--- src/hdl/ddpid_pkg.sv ---
// Types, constants and helper functions shared by the two-wheel speed PID blocks.
// No dependencies.
package ddpid_pkg;

  localparam int ALPHA_ONE    = 4096;
  localparam int FRAC_SHIFT   = 12;
  localparam int HT_FRAC      = 16;
  localparam int CMD_FRAC     = 18;
  localparam int DUTY_PCT_MAX = 100;
  localparam int DUTY_SCALE   = 30;

  localparam int SPD_W   = 16;
  localparam int GAIN_W  = 16;
  localparam int ALPHA_W = 13;
  localparam int LIM_W   = 31;
  localparam int DL_W    = 7;
  localparam int DUTY_W  = 12;
  localparam int DV_W    = 17;
  localparam int ERR_W   = 20;
  localparam int INT_W   = 32;
  localparam int CFG_IDX_W = 3;

  localparam int MUL_A_W = 33;
  localparam int MUL_B_W = 17;
  localparam int PROD_W  = MUL_A_W + MUL_B_W;
  localparam int ACC_W   = PROD_W + 1;
  localparam int MAG_W   = DL_W + CMD_FRAC;
  localparam int SCL_W   = MAG_W + 5;

  localparam logic signed [ACC_W-1:0] ERR_HI = ACC_W'(2 ** (ERR_W - 1) - 1);
  localparam logic signed [ACC_W-1:0] ERR_LO = ACC_W'(-(2 ** (ERR_W - 1)));

  typedef struct packed {
    logic signed [SPD_W-1:0] measured_speed;
    logic signed [SPD_W-1:0] measured_turn;
    logic signed [SPD_W-1:0] target_speed;
    logic signed [SPD_W-1:0] target_turn;
  } in_t;

  typedef struct packed {
    logic [DUTY_W-1:0] left_duty;
    logic              left_reverse;
    logic [DUTY_W-1:0] right_duty;
    logic              right_reverse;
  } out_t;

  typedef struct packed {
    logic [DUTY_W-1:0] duty;
    logic              rev;
  } wheel_out_t;

  typedef enum logic [CFG_IDX_W-1:0] {
    REG_GAIN_P,
    REG_GAIN_I,
    REG_GAIN_D,
    REG_SMOOTHING,
    REG_HALF_TRACK,
    REG_INT_LIMIT,
    REG_DUTY_LIMIT
  } cfg_reg_t;

  typedef enum logic [3:0] {
    S_IDLE,
    S_MUL_DV,
    S_MUL_CDV,
    S_ERR,
    S_E_MIX,
    S_E_DONE,
    S_D_MIX,
    S_D_DONE,
    S_CMD_I,
    S_CMD_D,
    S_CMD_SUM,
    S_FIN
  } state_t;

  typedef struct packed {
    state_t st;
    logic   wheel;
  } ctrl_t;

  function automatic logic signed [ERR_W-1:0] sat_err(input logic signed [ACC_W-1:0] sum);
    logic signed [ACC_W-1:0] sh;
    logic signed [ERR_W-1:0] r;
    sh = sum >>> FRAC_SHIFT;
    if (sh > ERR_HI) begin
      r = ERR_HI[ERR_W-1:0];
    end else if (sh < ERR_LO) begin
      r = ERR_LO[ERR_W-1:0];
    end else begin
      r = sh[ERR_W-1:0];
    end
    return r;
  endfunction

  function automatic wheel_out_t finalize(input logic signed [ACC_W-1:0] cmd,
                                          input logic [DL_W-1:0] dl);
    logic [ACC_W-1:0] mag;
    logic [DL_W-1:0]  dl_eff;
    logic [MAG_W-1:0] lim;
    logic [MAG_W-1:0] m;
    logic [SCL_W-1:0] scaled;
    wheel_out_t       r;
    mag    = cmd[ACC_W-1] ? $unsigned(-cmd) : $unsigned(cmd);
    dl_eff = (dl > DL_W'(DUTY_PCT_MAX)) ? DL_W'(DUTY_PCT_MAX) : dl;
    lim    = MAG_W'(dl_eff) << CMD_FRAC;
    m      = (mag > {{(ACC_W - MAG_W){1'b0}}, lim}) ? lim : mag[MAG_W-1:0];
    scaled = (SCL_W'(m) << 5) - (SCL_W'(m) << 1);
    r.duty = scaled[CMD_FRAC +: DUTY_W];
    r.rev  = cmd[ACC_W-1];
    return r;
  endfunction

endpackage

--- src/hdl/ddpid_mul.sv ---
// Shared signed multiplier with a registered product.
// Depends on ddpid_pkg for operand and product widths.
module ddpid_mul import ddpid_pkg::*; (
  input  logic                       clk,
  input  logic signed [MUL_A_W-1:0]  a,
  input  logic signed [MUL_B_W-1:0]  b,
  output logic signed [PROD_W-1:0]   prod
);

  always_ff @(posedge clk) begin
    prod <= a * b;
  end

endmodule

--- src/hdl/ddpid_seq.sv ---
// Sequencer that steps the shared multiplier through both wheels of one tick.
// Depends on ddpid_pkg for the state and control types.
module ddpid_seq import ddpid_pkg::*; (
  input  logic  clk,
  input  logic  rst,
  input  logic  start,
  input  logic  out_free,
  output ctrl_t ctrl
);

  state_t state, state_next;
  logic   wheel, wheel_next;

  always_ff @(posedge clk) begin
    if (rst) begin
      state <= S_IDLE;
      wheel <= 1'b0;
    end else begin
      state <= state_next;
      wheel <= wheel_next;
    end
  end

  always_comb begin
    state_next = state;
    wheel_next = wheel;
    case (state)
      S_IDLE: begin
        if (start) begin
          state_next = S_MUL_DV;
        end
      end
      S_MUL_DV:  state_next = S_MUL_CDV;
      S_MUL_CDV: state_next = S_ERR;
      S_ERR: begin
        state_next = S_E_MIX;
        wheel_next = 1'b0;
      end
      S_E_MIX:  state_next = S_E_DONE;
      S_E_DONE: state_next = S_D_MIX;
      S_D_MIX:  state_next = S_D_DONE;
      S_D_DONE: state_next = S_CMD_I;
      S_CMD_I:  state_next = S_CMD_D;
      S_CMD_D:  state_next = S_CMD_SUM;
      S_CMD_SUM: begin
        if (!wheel) begin
          state_next = S_E_MIX;
          wheel_next = 1'b1;
        end else begin
          state_next = S_FIN;
        end
      end
      S_FIN: begin
        if (out_free) begin
          state_next = S_IDLE;
        end
      end
      default: state_next = S_IDLE;
    endcase
  end

  assign ctrl = '{st: state, wheel: wheel};

endmodule

--- src/hdl/diff_drive_speed_pid_pwm.sv ---
// Top level of the two-wheel speed PID with duty output.
// Depends on ddpid_pkg, ddpid_mul and ddpid_seq.
//
// Usage:
//   Input channel in_valid / in_stall / in_data carries one control tick
//   (measured and target speed and turn rate). Output channel out_valid /
//   out_stall / out_data carries the left and right duty counts and
//   direction bits. A transfer happens when valid is high and stall is low.
//   The cfg channel (cfg_valid / cfg_ready, cfg_index, cfg_data) writes one
//   register per transfer; write only while no tick is in flight.
//   Ticks are taken one at a time: in_stall is high from the input transfer
//   until the result is loaded, and the next tick is taken in the idle state.
//   The single 33x17 multiplier is reused for every product of a tick; its
//   product is registered, and the result is loaded into an output register.
//   A stalled output holds its value; a finished tick waits in the last step
//   until the output register is free, then the next tick is taken while the
//   earlier result still waits for its transfer.
//   Reset restores the register defaults and clears the stored error, derivative and integral state of both wheels.
module diff_drive_speed_pid_pwm import ddpid_pkg::*; (
  input  logic                 clk,
  input  logic                 rst,
  input  logic                 in_valid,
  output logic                 in_stall,
  input  in_t                  in_data,
  output logic                 out_valid,
  input  logic                 out_stall,
  output out_t                 out_data,
  input  logic                 cfg_valid,
  output logic                 cfg_ready,
  input  logic [CFG_IDX_W-1:0] cfg_index,
  input  logic [LIM_W-1:0]     cfg_data
);

  logic [GAIN_W-1:0]  gain_p, gain_i, gain_d, half_track;
  logic [ALPHA_W-1:0] smoothing;
  logic [LIM_W-1:0]   integral_limit;
  logic [DL_W-1:0]    duty_limit;

  ctrl_t ctrl;
  logic  start;
  logic  out_free;

  in_t in_q;
  logic signed [DV_W-1:0]  dv;
  logic signed [ERR_W-1:0] err_q [2];
  logic signed [ERR_W-1:0] e_st [2];
  logic signed [ERR_W-1:0] d_st [2];
  logic signed [INT_W-1:0] i_st [2];
  logic signed [ERR_W-1:0] e_new, d_new;
  logic signed [INT_W-1:0] i_new;
  logic signed [ACC_W-1:0] acc, cmd;
  wheel_out_t              left_res;

  logic signed [MUL_A_W-1:0] mul_a;
  logic signed [MUL_B_W-1:0] mul_b;
  logic signed [PROD_W-1:0]  prod;

  logic [ALPHA_W-1:0]       alpha, one_minus;
  logic signed [ACC_W-1:0]  acc_sum;
  logic signed [ERR_W-1:0]  ts_x, ms_x, dv_x, cdv_x, err_l_next, err_r_next;
  logic signed [ERR_W:0]    e_diff;
  logic signed [INT_W:0]    i_sum, i_lim;
  logic signed [INT_W-1:0]  i_next;

  assign start     = in_valid && !in_stall;
  assign in_stall  = (ctrl.st != S_IDLE);
  assign out_free  = !out_valid || !out_stall;
  assign cfg_ready = 1'b1;

  ddpid_seq u_seq (
    .clk      (clk),
    .rst      (rst),
    .start    (start),
    .out_free (out_free),
    .ctrl     (ctrl)
  );

  ddpid_mul u_mul (
    .clk  (clk),
    .a    (mul_a),
    .b    (mul_b),
    .prod (prod)
  );

  always_ff @(posedge clk) begin
    if (rst) begin
      gain_p         <= GAIN_W'(6400);
      gain_i         <= GAIN_W'(64);
      gain_d         <= GAIN_W'(32000);
      smoothing      <= ALPHA_W'(1229);
      half_track     <= GAIN_W'(9830);
      integral_limit <= LIM_W'(409600);
      duty_limit     <= DL_W'(DUTY_PCT_MAX);
    end else if (cfg_valid && cfg_ready) begin
      case (cfg_reg_t'(cfg_index))
        REG_GAIN_P:     gain_p         <= cfg_data[GAIN_W-1:0];
        REG_GAIN_I:     gain_i         <= cfg_data[GAIN_W-1:0];
        REG_GAIN_D:     gain_d         <= cfg_data[GAIN_W-1:0];
        REG_SMOOTHING:  smoothing      <= cfg_data[ALPHA_W-1:0];
        REG_HALF_TRACK: half_track     <= cfg_data[GAIN_W-1:0];
        REG_INT_LIMIT:  integral_limit <= cfg_data;
        REG_DUTY_LIMIT: duty_limit     <= cfg_data[DL_W-1:0];
        default: ;
      endcase
    end
  end

  always_comb begin
    alpha      = (smoothing > ALPHA_W'(ALPHA_ONE)) ? ALPHA_W'(ALPHA_ONE) : smoothing;
    one_minus  = ALPHA_W'(ALPHA_ONE) - alpha;
    acc_sum    = acc + ACC_W'(prod);
    ts_x       = ERR_W'(in_q.target_speed);
    ms_x       = ERR_W'(in_q.measured_speed);
    dv_x       = ERR_W'(dv);
    cdv_x      = ERR_W'($signed(prod[HT_FRAC +: DV_W]));
    err_l_next = (ts_x - cdv_x) - (ms_x - dv_x);
    err_r_next = (ts_x + cdv_x) - (ms_x + dv_x);
    e_diff     = (ERR_W + 1)'(e_new) - (ERR_W + 1)'(e_st[ctrl.wheel]);
    i_sum      = (INT_W + 1)'(i_st[ctrl.wheel]) + (INT_W + 1)'(e_new);
    i_lim      = $signed({2'b00, integral_limit});
    if (i_sum > i_lim) begin
      i_next = i_lim[INT_W-1:0];
    end else if (i_sum < -i_lim) begin
      i_next = INT_W'(-i_lim);
    end else begin
      i_next = i_sum[INT_W-1:0];
    end
  end

  always_comb begin
    mul_a = '0;
    mul_b = '0;
    case (ctrl.st)
      S_MUL_DV: begin
        mul_a = MUL_A_W'(in_q.measured_turn);
        mul_b = $signed({1'b0, half_track});
      end
      S_MUL_CDV: begin
        mul_a = MUL_A_W'(in_q.target_turn);
        mul_b = $signed({1'b0, half_track});
      end
      S_ERR: begin
        mul_a = MUL_A_W'(e_st[0]);
        mul_b = $signed(MUL_B_W'(one_minus));
      end
      S_E_MIX: begin
        mul_a = MUL_A_W'(err_q[ctrl.wheel]);
        mul_b = $signed(MUL_B_W'(alpha));
      end
      S_E_DONE: begin
        mul_a = MUL_A_W'(d_st[ctrl.wheel]);
        mul_b = $signed(MUL_B_W'(one_minus));
      end
      S_D_MIX: begin
        mul_a = MUL_A_W'(e_diff);
        mul_b = $signed(MUL_B_W'(alpha));
      end
      S_D_DONE: begin
        mul_a = MUL_A_W'(e_new);
        mul_b = $signed({1'b0, gain_p});
      end
      S_CMD_I: begin
        mul_a = MUL_A_W'(i_new);
        mul_b = $signed({1'b0, gain_i});
      end
      S_CMD_D: begin
        mul_a = MUL_A_W'(d_new);
        mul_b = $signed({1'b0, gain_d});
      end
      S_CMD_SUM: begin
        mul_a = MUL_A_W'(e_st[1]);
        mul_b = $signed(MUL_B_W'(one_minus));
      end
      default: ;
    endcase
  end

  always_ff @(posedge clk) begin
    if (start) begin
      in_q <= in_data;
    end
    case (ctrl.st)
      S_MUL_CDV: dv <= prod[HT_FRAC +: DV_W];
      S_ERR: begin
        err_q[0] <= err_l_next;
        err_q[1] <= err_r_next;
      end
      S_E_MIX: begin
        acc <= ACC_W'(prod);
        if (ctrl.wheel) begin
          left_res <= finalize(cmd, duty_limit);
        end
      end
      S_E_DONE: e_new <= sat_err(acc_sum);
      S_D_MIX: begin
        acc   <= ACC_W'(prod);
        i_new <= i_next;
      end
      S_D_DONE:  d_new <= sat_err(acc_sum);
      S_CMD_I:   acc   <= ACC_W'(prod);
      S_CMD_D:   acc   <= acc_sum;
      S_CMD_SUM: cmd   <= acc_sum;
      default: ;
    endcase
  end

  always_ff @(posedge clk) begin
    if (rst) begin
      for (int k = 0; k < 2; k++) begin
        e_st[k] <= '0;
        d_st[k] <= '0;
        i_st[k] <= '0;
      end
    end else if (ctrl.st == S_CMD_SUM) begin
      e_st[ctrl.wheel] <= e_new;
      d_st[ctrl.wheel] <= d_new;
      i_st[ctrl.wheel] <= i_new;
    end
  end

  wheel_out_t right_res;
  assign right_res = finalize(cmd, duty_limit);

  always_ff @(posedge clk) begin
    if (rst) begin
      out_valid <= 1'b0;
    end else if (ctrl.st == S_FIN && out_free) begin
      out_valid <= 1'b1;
    end else if (!out_stall) begin
      out_valid <= 1'b0;
    end
  end

  always_ff @(posedge clk) begin
    if (ctrl.st == S_FIN && out_free) begin
      out_data.left_duty     <= left_res.duty;
      out_data.left_reverse  <= left_res.rev;
      out_data.right_duty    <= right_res.duty;
      out_data.right_reverse <= right_res.rev;
    end
  end

  a_load_from_fin: assert property (@(posedge clk) disable iff (rst)
    $rose(out_valid) |-> $past(ctrl.st == S_FIN))
    else $error("result appeared without a finished tick");

  a_duty_range: assert property (@(posedge clk) disable iff (rst)
    out_valid |-> (out_data.left_duty <= DUTY_W'(3000) && out_data.right_duty <= DUTY_W'(3000)))
    else $error("duty count beyond full scale");

  a_start_seq: assert property (@(posedge clk) disable iff (rst)
    (in_valid && !in_stall) |=> (ctrl.st == S_MUL_DV))
    else $error("sequencer did not start on input transfer");

endmodule
--- config.mk ---
export PLATFORM = sky130hd
export DESIGN_NAME = diff_drive_speed_pid_pwm
export DESIGN_NICKNAME = d
export VERILOG_FILES = /design/src/hdl/ddpid_pkg.sv /design/src/hdl/ddpid_mul.sv /design/src/hdl/ddpid_seq.sv /design/src/hdl/diff_drive_speed_pid_pwm.sv
export SDC_FILE = /design/constraint.sdc
export NUM_CORES = 2
export LEC_CHECK = 0
export ABC_AREA = 1
export ABC_CLOCK_PERIOD_IN_PS = 10100
export BUFFER_PORTS_ARGS = -buffer_cell sky130_fd_sc_hd__buf_2
export CAP_MARGIN = 20
export CORE_ASPECT_RATIO = 0.6
export CORE_MARGIN = 5
export CORE_UTILIZATION = 59
export CTS_BUF_LIST = sky130_fd_sc_hd__clkbuf_16
export CTS_CLUSTER_DIAMETER = 150
export DETAILED_ROUTE_END_ITERATION = 7
export HOLD_SLACK_MARGIN = 0.05
export MAX_ROUTING_LAYER = met4
export PLACE_DENSITY_LB_ADDON = 0.15
export SLEW_MARGIN = 20
export SYNTH_ARGS = -nofsm -noshare
export SYNTH_HDL_FRONTEND = slang
export SYNTH_SLANG_ARGS = --single-unit
--- constraint.sdc ---
create_clock -name clk -period 10.1 [get_ports clk]
set_input_delay 1.515 -clock clk [delete_from_list [all_inputs] [get_ports clk]]
set_output_delay 1.515 -clock clk [all_outputs]
set_load 0.01 [all_outputs]
== After elaboration in Yosys (flattened, before gate mapping) ==
Memory sizes are Yosys's and may differ from the RTL's. A register that Yosys moved wholly into a read port is not among the register bits.
Cells that the tools add are included.
Word-level totals
  bits in writable memories: 184
  bits of input ports: 103
  memories kept: 4
  output and inout port bits: 29
  flip-flop bits (word level): 465
Operators by class
  equal/unequal tests: 20
  add/subtract/negate cells: 13
  reduce and logical (&&, ||, !) cells: 27
  multiplexer cells: 42
  magnitude comparators: 7
  $mul: 1
Memory list
  i_st: depth 2, width 32, rd ports 1, clocked after memory_dff 1, write ports 2, line diff_drive_speed_pid_pwm.sv:48  | logic signed [INT_W-1:0] i_st [2];
  d_st: depth 2, width 20, rd ports 1, clocked after memory_dff 1, write ports 2, line diff_drive_speed_pid_pwm.sv:47  | logic signed [ERR_W-1:0] d_st [2];
  e_st: depth 2, width 20, rd ports 3, clocked after memory_dff 1, write ports 2, line diff_drive_speed_pid_pwm.sv:46  | logic signed [ERR_W-1:0] e_st [2];
  err_q: depth 2, width 20, rd ports 1, clocked after memory_dff 1, write ports 2, line diff_drive_speed_pid_pwm.sv:45  | logic signed [ERR_W-1:0] err_q [2];
Operators by type and width (number)
  $pmux W33 S10: 1
  $pmux W51 S2: 1
  $pmux W16 S6: 1
  $mux W20: 4
  $mux W32: 2
  $add A51 B50 Y51: 1
  $gt A51 B25 Y1: 1
  $mux W51: 1
  $neg A51 Y51: 1
  $mul A33 B17 Y50: 1
  $pmux W4 S12: 1
  $reduce_or A20 Y1: 2
  $gt A39 B20 Y1 const B: 1
  $lt A39 B20 Y1 const B: 1
  $sub A18 B18 Y19: 2
  $add A16 B17 Y18: 2
  $sub A16 B17 Y18: 2
  $add A32 B20 Y33: 1
  $gt A33 B32 Y1: 1
  $lt A33 B33 Y1: 1
  $neg A31 Y33: 1
  $reduce_or A32 Y1: 1
  $mux W31: 1
  $sub A30 B26 Y30: 1
  29 further kinds: 78

== Logic depth before layout (Yosys ltp) ==
  depth in word-level cells: 6
  depth in mapped cells: 52

== Cells and area by module ==
From an unflattened synthesis, not the netlist that was laid out.
Second synthesis, totals
  cells, all modules: 7764
  area total of the unflattened synthesis: 61541.5 µm²
Modules (own cells, without submodules)
  diff_drive_speed_pid_pwm: times used 1, area an instance 39051.2 µm², sequential area each 16615.9 µm², cells an instance 4757
  ddpid_mul: times used 1, area an instance 22186.3 µm², sequential area each 1001.0 µm², cells an instance 2958
  ddpid_seq: times used 1, area an instance 304.0 µm², sequential area each 100.1 µm², cells an instance 49

== Worst setup path after synthesis ==
No wires, ideal clock.
  kind: reg-to-reg
  start: register u_seq.state[3]
  end: register u_mul.prod[49]
  cell stages (with the launch flop): 38
  arrival time: 9.370 ns
  path buffers: 3
  setup slack: 0.604 ns
  cells stage by stage: dfxtp_1 inv_1 nor2_1 inv_1 nor2_1 inv_1 buf_2 nand3_1 buf_2 o211ai_1 nand2_1 inv_1 clkbuf_1 nor2_1 fa_1 inv_1 fa_1 fa_1 (+2 left out) fa_1 inv_1 fa_1 inv_1 ha_1 a21oi_1 inv_1 o21ai_0 o211ai_1 nand3_1 nand2_1 a21oi_1 inv_1 a21oi_1 inv_1 a21oi_1 o21ai_0 xor2_1
Between the ends
  longest elaborated chain between the ends: 4
  elaborated cells on any way between the ends: 16
  classes of those cells: mul (1); eq/ne (10); mux (2); reduce/logical (3)
RTL lines
  start, declared: line ddpid_seq.sv:11  | state_t state, state_next;
  start signal, assigned: line ddpid_seq.sv:19  | state <= state_next;
  $eq A4 B4 Y1, or another cell as far along: line diff_drive_speed_pid_pwm.sv:133  | case (ctrl.st)
  $reduce_or A3 Y1 (no line) or $reduce_or A2 Y1 (tied branches)
  $pmux W16 S6: line diff_drive_speed_pid_pwm.sv:133
  $mul A33 B17 Y50 *: line ddpid_mul.sv:11  | prod <= a * b;
  end signal, assigned: line ddpid_mul.sv:11
  end, declared: line ddpid_mul.sv:7  | output logic signed [PROD_W-1:0] prod
Mark *: on every way between the ends. The rest lies on a longest branch, timed or not.
A chain may end at the register's enable or synchronous reset.

==> metrics list <==
- The first global-routing pass estimated between 200000 and 300000 µm of wire.
- The clock passes through at most 3 buffers.
- The worst path meets setup with 0.541 ns of slack.
- Fin nets: roughly 8200
- Number of synthesis warnings: 0
- Counting the buffers created by CTS gives 68.
- Synth async-reset ratio: 0
- Num ports: about 130
- Total Routed Length: around 200000 µm
- Summing every instance area after synthesis gives between 50000 and 60000 µm².
- DRT iter0 DRCs: around 6700
- The final-report max-slew violation count came to 0.
* Worst Skew: 0.0482 ns
* Post-route DRC violation count: 0
* #FFs+latches synth: 648
- Clock tree synthesis selected as its root buffer the cell clkbuf_16.
- The number of hold violations in the final report came to 0.
* Port Buf Inserts: 130
* Number of enable-type register cells in the synthesized netlist: 476
* Power Total: 14.0 mW
- Slowest cell on the critical path: dfxtp_4
- Crit path required time: 10.66 ns
- TritonCTS clock tree: built
* Synth top area cells: edfxtp_1 25%, fa_1 19%, nand2_1 11%
- In this run the power spent charging and discharging nets is 6.68 mW.
* Most repeated library cell on the critical path: inv_1
- H-tree Lvls: 3
- Area share of the largest cell type after synthesis: 0.246
* Portion of total power attributed to the clock network: 0.185
- For the pin with the worst max-slew slack, the measured transition is 1.18 ns.
- Summing all placed instances gives a cell area of 60600 µm².
- The share of the Yosys chip area taken by registers is 0.305.
- Path type of the worst min-delay path: reg2reg
- From bottom edge to top edge, the die measures 253 µm.
- Worst setup EP type: register
* Startpoint types: register
* WP data arrival: 10.12 ns
- Of the cells placed in the final design, the portion with a size suffix greater than 1 is 0.0713.
* Clock Sink Count: 648
* Final total negative setup slack: 0 ns
- Internal power comes to 7.35 mW.
- The library cell used most frequently in the layout, excluding fill and tap cells, is nand2_1.
- Via count: 49600
- Before antenna repair, the detailed router went through 8 iterations.
- The initial utilization of the core area, before any placement, comes to 0.593.
- Prevailing post-synth register cell: edfxtp_1
- Time the worst path needs with I/O delays and setup: between 9 and 10 ns
- Flop pwr share: 0.263
- The die covers 105000 µm².
- Number of antenna violations at the first check in global routing: 13
- Mean instance size in the synthesized netlist: 8.26 µm²
- Worst slack, placed: 0.561 ns
- Across the run, the number of max-cap violations was 0.
- The worst pin sits at a relative slew slack of 0.208.
* Worst setup path class: reg2reg
- For this run, the top clock speed supported by timing is ~0.10 GHz.
* Net count of the mapped netlist: slightly above 8000
- Vias in the first global route: 47600
* Most frequent cells in the layout: 1634 x nand2_1, 1333 x inv_1, 694 x nor2_1
- The number of hold buffers added after CTS was 0.
- Result of the run: finished clean
- Number of distinct library cell variants in the gate-level netlist after synthesis: 75
- Largest stage delay on the critical path: 0.55 ns
- Period Utilization, post-route: 0.946
- Die X-Extent: 415 µm
- Setup violations remaining at the end of the flow were counted as 0.
- Final weighted congestion in routability-driven placement: 1.03
- Max IR drop VDD: 222 µV
- Drt wl/cell: 23.0 µm
* Final cell area excluding filler cells: 63000 µm²
* Pin count of the biggest net entering global routing: 93
- Global-route usage over all layers: 0.387
- Fin util: 0.643
* Estimated wirelength of the detail-placed design: 159000 µm
* Vias per cell: 5.80
- Setup repair after global routing left no endpoint under its margin.
- The clock reaches the later pin of the worst-skew pair after around 0.7 ns.
* Switching share of total power: 0.476
* Synth Instances: 7038
- Of the total power, combinational logic draws 0.552.
- Cell taking the most area after synthesis: edfxtp_1
* Worst-path fanout max: 22
* Remaining global-route overflow: 0
* Floorplan core area: just under 100000 µm²
- The floorplan has 89 rows.
- The analysis attributes to cell leakage a power of 30.4 nW.
- After clock tree synthesis, the clock-pin slew on the worst setup and hold paths is 0.07 ns.
- Post-synthesis to final-layout area growth: 8.38%
* P per Cell Area: 223 nW/µm²
- Number of nets still failing antenna checks after routing: 0
[cell usage after synthesis, types with 6 or more instances]
library cell  instances
a2111oi_0            15
a211oi_1             16
a21boi_0             13
a21o_1               16
a21oi_1             352
a21oi_2               6
a221oi_1             17
a22o_1               11
a31oi_1              39
buf_1                 8
buf_2                47
clkbuf_1            130
clkinv_1             10
dfxtp_1             172
edfxtp_1            476
fa_1                566
ha_1                352
inv_1              1326
inv_2                13
nand2_1            1641
nand2_2              23
nand3_1             183
nand3b_1             19
nand4_1              51
nor2_1              703
nor2_2               19
nor2_4                7
nor3_1               41
nor4_1               19
o2111ai_1             7
o211ai_1             59
o21a_1               23
o21ai_0             299
o21ai_1              28
o21ai_2              12
o21bai_1              9
o221ai_1              8
o22ai_1              25
o31ai_1               7
or2_2                12
xnor2_1              67
xor2_1              122
[stage by stage]
| stage | hold WS (ns) | instances |
|---|---|---|
| CTS | 0.418 | 8541 |
| detailed placement | 0.405 | 8415 |
| global placement | 0.402 | 8415 |
| global route | 0.428 | 8551 |
| floorplan | 0.400 | 7038 |
| finish | 0.418 | 8551 |
[cell type report]
class                           count  area (µm²)
Fill cell                        8494       35000
Multi-Input combinational cell   4850       34600
Sequential cell                   648       17700
Inverter                         1349        5060
Clock buffer                       69        1730
Tap cell                         1319        1650
Timing Repair Buffer              252        1590
Clock inverter                     57         546
Antenna cell                        7        17.5
[worst paths after layout]
path,start,to,cells past startpoint,slack (ns)
hold reg to reg,left_res[10]$_DFFE_PP_,out_data[23]$_DFFE_PP_,0,0.42
hold / removal,left_res[10]$_DFFE_PP_,out_data[23]$_DFFE_PP_,0,0.42
setup / recovery,register,u_mul.prod[48]$_DFF_P_,41,0.54
setup reg to reg,register,u_mul.prod[48]$_DFF_P_,41,0.54
[layer usage]
| metal | part of all wire | global-route usage | vias to the layer above |
|---|---|---|---|
| met1 | 0.43 | 0.562 | 23500 |
| met2 | 0.37 | 0.477 | 3187 |
| met3 | 0.18 | 0.189 | 285 |
| met4 | 0.026 | 0.0934 | 0 |
| li1 | - | - | 22600 |
| met5 | 0 | - | - |
[registers in the layout, summed over array words and instances (netlist names), 16 cells and up, named ones only]
register	count
out_data	26
u_mul.prod	50
e_st	40
gain_p	16
acc	51
half_track	16
d_new	20
dv	17
gain_d	16
integral_limit	31
d_st	40
i_new	32
gain_i	16
e_new	20
cmd	51
in_q	64
err_q	38
i_st	64
[cells by family (layout without fill, tap and decap cells)]
logic type / Yosys count / after routing / synth area share
compound gates: 990 / 990 / 0.100
xor+xnor: 193 / 193 / 0.0296
fa+ha+maj: 918 / 918 / 0.271
buf+inv: 1540 / 1727 / 0.101
flops: 648 / 648 / 0.305
mux: 3 / 3 / 0.000517
other cells: 1 / 8 / 0.0000645
simple gates: 2745 / 2745 / 0.192
[worst max-delay path: cells and delay by family (launching register included)]
kind                     cells  cell delay (ns)
adder cells (fa/ha/maj)      8             3.82
XOR/XNOR                     1             0.15
flip-flops                   1             0.55
AND/OR/NAND/NOR             12             1.73
AO/OA/AOI/OAI               10             1.88
buffers and inverters       10             1.28
[power by group through the flow]
stage | combinational, mW | sequential, mW | clock (mW)
floorplan | 4.92 | 3.56 | 0
detailed placement | 7.42 | 3.72 | 0
global placement | 7.35 | 3.72 | 0
finish | 7.75 | 3.69 | 2.60
global route | 8.52 | 3.69 | 2.73
CTS | 7.52 | 3.67 | 2.62
[repair_timing]
| item | in CTS | in global routing |
|---|---|---|
| setup endpoints to repair | 0 | 8 |
| setup buffers | 0 | 1 |
| resized for setup | 0 | 6 |
Note: power is estimated with default switching activity, not from simulation.
